[src/design/salc_pkg.sv]
// shared types, constants and command struct of the set-associative lru tag tracker
// no dependencies
package salc_pkg;

  localparam int MAX_SET_BITS = 8;
  localparam int WAYS         = 8;
  localparam int ADDR_WIDTH   = 64;
  localparam int STAMP_WIDTH  = 32;
  localparam int COUNT_WIDTH  = 32;
  localparam int CFG_WIDTH    = 4;

  localparam int NSETS   = 1 << MAX_SET_BITS;
  localparam int SET_W   = (MAX_SET_BITS > 0) ? MAX_SET_BITS : 1;
  localparam int WAY_W   = (WAYS > 1) ? $clog2(WAYS) : 1;
  localparam int TREE_N  = 1 << WAY_W;
  localparam int NWAY_W  = $clog2(WAYS + 1) + 1;
  localparam int SHIFT_W = 5;

  // access kinds
  localparam logic [1:0] OP_LOAD   = 2'd0;
  localparam logic [1:0] OP_STORE  = 2'd1;
  localparam logic [1:0] OP_MODIFY = 2'd2;

  // configuration register indexes
  localparam logic [1:0] CFG_SET_BITS    = 2'd0;
  localparam logic [1:0] CFG_OFFSET_BITS = 2'd1;
  localparam logic [1:0] CFG_WAYS        = 2'd2;

  // one memory row holds a whole set and its clock
  typedef struct packed {
    logic [WAYS-1:0]                  valid;
    logic [WAYS-1:0][ADDR_WIDTH-1:0]  tag;
    logic [WAYS-1:0][STAMP_WIDTH-1:0] stamp;
    logic [STAMP_WIDTH-1:0]           clock;
  } row_t;

  typedef struct packed {
    logic             latch;
    logic             lookup;
    logic             update;
    logic             clear;
    logic [SET_W-1:0] clear_set;
  } cmd_t;

endpackage

[src/design/salc_ctrl.sv]
// sequencer of the lru tag tracker: clearing pass, lookup and update steps
// depends on salc_pkg
module salc_ctrl import salc_pkg::*; (
  input  logic clk,
  input  logic rst,
  input  logic start,
  output logic busy,
  output cmd_t cmd
);

  localparam logic [1:0] ST_CLEAR  = 2'd0;
  localparam logic [1:0] ST_IDLE   = 2'd1;
  localparam logic [1:0] ST_LOOKUP = 2'd2;
  localparam logic [1:0] ST_UPDATE = 2'd3;

  logic [1:0]       state;
  logic [1:0]       state_next;
  logic [SET_W-1:0] clear_cnt;
  logic             accept;

  // the update step overlaps the transfer of the next access
  assign busy   = (state == ST_CLEAR) || (state == ST_LOOKUP);
  assign accept = start && !busy;

  always_comb begin
    state_next = state;
    case (state)
      ST_CLEAR: begin
        if (clear_cnt == SET_W'(NSETS - 1)) state_next = ST_IDLE;
      end
      ST_IDLE: begin
        if (accept) state_next = ST_LOOKUP;
      end
      ST_LOOKUP: state_next = ST_UPDATE;
      ST_UPDATE: begin
        state_next = accept ? ST_LOOKUP : ST_IDLE;
      end
      default: state_next = ST_IDLE;
    endcase
  end

  always_ff @(posedge clk) begin
    if (rst) begin
      state     <= ST_CLEAR;
      clear_cnt <= '0;
    end else begin
      state <= state_next;
      if (state == ST_CLEAR) clear_cnt <= clear_cnt + 1'b1;
    end
  end

  always_comb begin
    cmd.latch     = accept;
    cmd.lookup    = (state == ST_LOOKUP);
    cmd.update    = (state == ST_UPDATE);
    cmd.clear     = (state == ST_CLEAR);
    cmd.clear_set = clear_cnt;
  end

endmodule

[config.mk]
export PLATFORM = sky130hd
export DESIGN_NAME = salc_ctrl
export DESIGN_NICKNAME = d
export VERILOG_FILES = /design/src/design/salc_pkg.sv /design/src/design/salc_ctrl.sv
export SDC_FILE = /design/constraint.sdc
export NUM_CORES = 1
export LEC_CHECK = 0
export BUFFER_PORTS_ARGS = -buffer_cell sky130_fd_sc_hd__buf_2
export CORE_AREA = 2 2 39 41
export CTS_CLUSTER_SIZE = 28
export DETAILED_ROUTE_END_ITERATION = 8
export DIE_AREA = 0 0 41 43
export SLEW_MARGIN = 5
export SYNTH_ARGS = -nofsm -noshare
export SYNTH_HDL_FRONTEND = slang
export SYNTH_SLANG_ARGS = --single-unit
[constraint.sdc]
create_clock -name clk -period 1.77 [get_ports clk]
set_clock_uncertainty 0.2 [all_clocks]
set_input_delay 0.0885 -clock clk [delete_from_list [all_inputs] [get_ports clk]]
set_output_delay 0.0885 -clock clk [all_outputs]
set_load 0.1 [all_outputs]
# Word level (Yosys, flattened, before mapping)
# Index checks and enable logic that the tools add are counted.
totals:
  output_inout_bits: 13
  register_bits: 10
  word_cells: 18
classes:
  reduce_logical: 5
  eq_ne: 6
  mux: 4
  addsub: 1
ops:
  columns: ["op", "n"]
  rows:
  - ["adder 8 x 1 -> 8 bit, second input constant", 1]
  - ["equality test 8 bit, second input constant", 1]
  - ["one-hot mux 2 bit (4 select lines)", 1]
  - ["2-to-1 mux 2 bit", 3]
  - ["equality test 2 bit, second input constant", 2]
  - ["equality test 2 x 1 -> 1 bit, second input constant", 1]
  - ["zero test 2 bit", 1]
  - ["inequality test 2 x 1 -> 1 bit, second input constant", 1]
  - ["inequality test 2 bit, second input constant", 1]
  - ["AND reduction 2 bit", 1]
  - ["logical AND 1 bit", 1]
  - ["zero test 1 bit", 1]
  - ["logical OR 1 bit", 1]

# Depth between registers and ports, before layout
logic_depth:
  depth_word: 6
  mapped_depth: 5
  ltp_nobuf: 4

# Worst setup path after synthesis
# No wires, ideal clock.
synth_timing:
  path_kind: "register to register"
  startpoint: "reg clear_cnt[0]"
  endpoint: "reg clear_cnt[6]"
  path_slack_ns: -0.508
  arrival_ns: 2.007
  stages_incl_launch_ff: 5
  setup_time_ns: 0.070
  path_cell_list: "dfxtp_1 > ha_1 > nand2_1 > or4_1 > a21oi_1"
synth_between:
  elab_chain_len: 1
synth_rtl:
  columns: ["item", "line_no", "text"]
  rows:
  - ["start, declared", "salc_ctrl.sv:18", "logic [SET_W-1:0] clear_cnt;"]
  - ["start signal, assigned", "salc_ctrl.sv:48", "if (state == ST_CLEAR) clear_cnt <= clear_cnt + 1'b1;"]
  - ["adder 8 x 1 -> 8 bit", "salc_ctrl.sv:48", null]
# Every way passes these cells.
# A chain may end at the register's enable or synchronous reset.

==> results.py <==
metrics = {
    "run_status": {
        "status": "finished, final reports clean",
    },
    "setup_path": {
        "endpoint_kind": "output port",
        "crit_family": "buffers and inverters",
        "cpMaxStageDelayCell": "dfxtp_1",
        "rr_startpoint": "state[0]$_SDFFE_PP0P_",
        "crit_start": "state[0]$_SDFFE_PP0P_",
        "crit_path_start_kind": "flop",
        "cp.depth": 3,
        "crit_type": "flop to output port",
        "worst-path-max-fanout": 12,
        "worst-r2r-setup-slack_ps": 200,
        "ff2ff_path_depth": 3,
        "slowest_delay_ps": 340,
        "path_cells": "or2_4, clkinvlp_4, clkbuf_4",
        "arrival_ps": 1340,
        "r2r_end": "clear_cnt[5]$_SDFFE_PP0P_",
        "cp.required_ps": 1480,
        "cp_num_buf_inv": 2,
    },
    "die": {
        "die_x_um": 41,
        "die-area_mm2": 0.001763,
        "core-area_mm2": 0.001384,
        "fp-row-count": 14,
        "die_y_um": 43,
        "initial_utilization_pct": 34.18,
        "ioPinCount": 16,
    },
    "yosys": {
        "synth_top_family_by_area": "simple AND/OR/NAND/NOR gates",
        "yosys.area_share.xor_xnor_pct": 3.704,
        "ys_ff_latch": 10,
        "ys_seq_area_share_pct": 42.33,
        "syn_nets": 57,
        "synth_edf_count": 0,
        "synth-main-ff-cell": "dfxtp_1",
        "avgSynthCellArea_um2": 8.924,
        "synthAdderAreaFrac_pct": 2.646,
        "synth_cells": 53,
        "synth_top_area_share_pct": 42.33,
        "synth_largest_area_cell": "dfxtp_1",
        "yosysUniqueCellTypes": 21,
        "synth_compound_area_share_pct": 16.93,
        "ys_warn_count": 0,
        "synthSimpleGateAreaFrac_pct": 27.25,
        "yosys-top-cells-area": "dfxtp_1, a21oi_1, o31ai_1, or4_1, xnor2_1",
        "syn-cell-area_um2": 473.0,
        "async_flop_share_pct": 0,
        "synthMuxAreaShare_pct": 0,
    },
    "place": {
        "pre_cts_ws_ps": 222.4,
        "gp_congestion": 0.6825,
        "dp.cells": 81,
        "numPortBuffers": 15,
        "dpl.hpwl_um": 663.5,
    },
    "clocking": {
        "cts_buffers": 3,
        "cts_root_buf": "clkbuf_4",
        "cts_num_sinks": 10,
        "clock_path_buffers": 2,
        "htreeDepth": 1,
        "clk_latency_ps": 260,
        "cts_tree": "yes",
        "postCtsSetupBuffers": 0,
        "clkTransAtPathRegs_ps": 60,
    },
    "route": {
        "first_pass_iters": 4,
        "postRouteWirelength_um": 941,
        "drtIter0Drc": 4,
        "num_vias": 440,
        "drc": 0,
        "via_per_inst": 5.057,
        "routedWlPerCell_um": 10.82,
        "drtAntennaViolNets": 0,
    },
    "sta": {
        "fmax_mhz": 614.1,
        "period_share_pct": 91.99,
        "report.final.slew_viol_count": 0,
        "fin_crit_ps": 1628,
        "rsz0062_at_grt": "false",
        "relSlewSlack_pct": 67.44,
        "setup-tns-final_ps": 0,
        "setup_viol": 0,
        "worst_pin_slew_ps": 491.8,
        "hold_violations": 0,
        "worst_slack_ps": 141.7,
    },
    "global_route": {
        "grt.total_usage_pct": 12.99,
        "grt_pass1_wl_mm": 1.524,
        "globalRouteOverflowTotal": 0,
        "grt_max_degree": 13,
        "grt_pass1_vias": 394,
        "antenna_found_initial": 0,
    },
    "run": {
        "maxCapViolations": 0,
    },
    "hold_path": {
        "hp-start": "clear_cnt[6]$_SDFFE_PP0P_",
        "hold_path_end": "clear_cnt[6]$_SDFFE_PP0P_",
        "hold_depth": 2,
        "hp-class": "flop to flop",
    },
    "cells_and_area": {
        "final_common_cell": "buf_2",
        "most-common-layout-cells": "buf_2, a21oi_1",
        "nNetsFinal": 76,
        "num_antenna_cells": 0,
        "nFillCells": 150,
        "final_cells": 87,
        "drive_above_1_share_pct": 45.07,
        "area_growth_pct": 29.89,
    },
    "power": {
        "total_leakage_power_nw": 0.2445,
        "fin_total_pwr_w": 0.0004708,
        "power.density_mw_per_mm2": 766.3,
        "ir_drop_mv": 0.4929,
    },
}
==> layout make-up <==
cell class / count / area, um2 / area share, %
tap: 16 / 20.02 / 3.259
clock buffer: 4 / 26.28 / 4.277
inverter: 3 / 15.01 / 2.444
timing repair buffer: 17 / 97.59 / 15.89
multi-input combinational: 37 / 239.0 / 38.90
sequential: 10 / 216.5 / 35.23
==> registers in the layout, indices dropped and copies added, names as in the netlist <==
| register | count |
|---|---|
| state | 2 |
| clear_cnt | 8 |
==> kinds of logic (layout without fill, tap and decap cells) <==
family | Yosys count | after routing
AND/OR/NAND/NOR | 21 | 21
buffers and inverters | 6 | 24
flip-flops | 10 | 10
AO/OA/AOI/OAI | 13 | 13
XOR/XNOR | 2 | 2
adder cells (fa/ha/maj) | 1 | 1
==> tightest hold or removal path, stage by stage (launching register included) <==
cell,delay [ps]
dfxtp_2,330
o31ai_1,60
a21oi_1,50
==> metrics by stage <==
step / cell area, um2 / hold WS [ps] / util [%]
after detailed placement: 565.5 / 188.9 / 40.87
after floorplan: 493.0 / 121.5 / -
after CTS: 611.8 / 284.5 / 44.21
after global placement: 565.5 / 186.9 / 40.87
final: 614.3 / 282.6 / 44.39
after global routing: 614.3 / 306.3 / 44.39
==> report_power, final <==
part	leakage, nW	internal (W)	switching (W)	total [W]
clock network	0.0150	0.0000872	0.0000766	0.000164
registers	0.0851	0.000231	0.00000651	0.000237
logic	0.144	0.0000156	0.0000542	0.0000698
==> timing repair <==
item | in CTS | in global routing
resized for setup | 0 | 1
hold buffers | 2 | 0
endpoints found under the setup margin | 0 | 1
hold endpoints to repair | 10 | 0
==> synth_stat cells (2+ instances only) <==
cell	instances
a21oi_1	6
and2_2	2
dfxtp_1	10
inv_1	3
nand2_1	4
nand3_1	3
nor2_1	2
nor3b_1	2
o21ai_0	2
o31ai_1	4
or4_1	4
xnor2_1	2
==> worst max path at each step <==
stage,endpoint,slack [ps]
global placement,clear_cnt[6]$_SDFFE_PP0P_,220
finish,cmd[8],140
detailed placement,clear_cnt[5]$_SDFFE_PP0P_,220
global route,cmd[8],80
floorplan,clear_cnt[6]$_SDFFE_PP0P_,50
CTS,cmd[8],30
==> routing by layer <==
layer  up-vias  share of wire, %  track usage [%]
met5         -                 0                0
met4         0                 0            4.000
met3         0               8.6            10.99
met2        15                44            16.88
met1       196                47            15.58
li1        229                 -                -
Note: power is estimated with default switching activity, not from simulation.
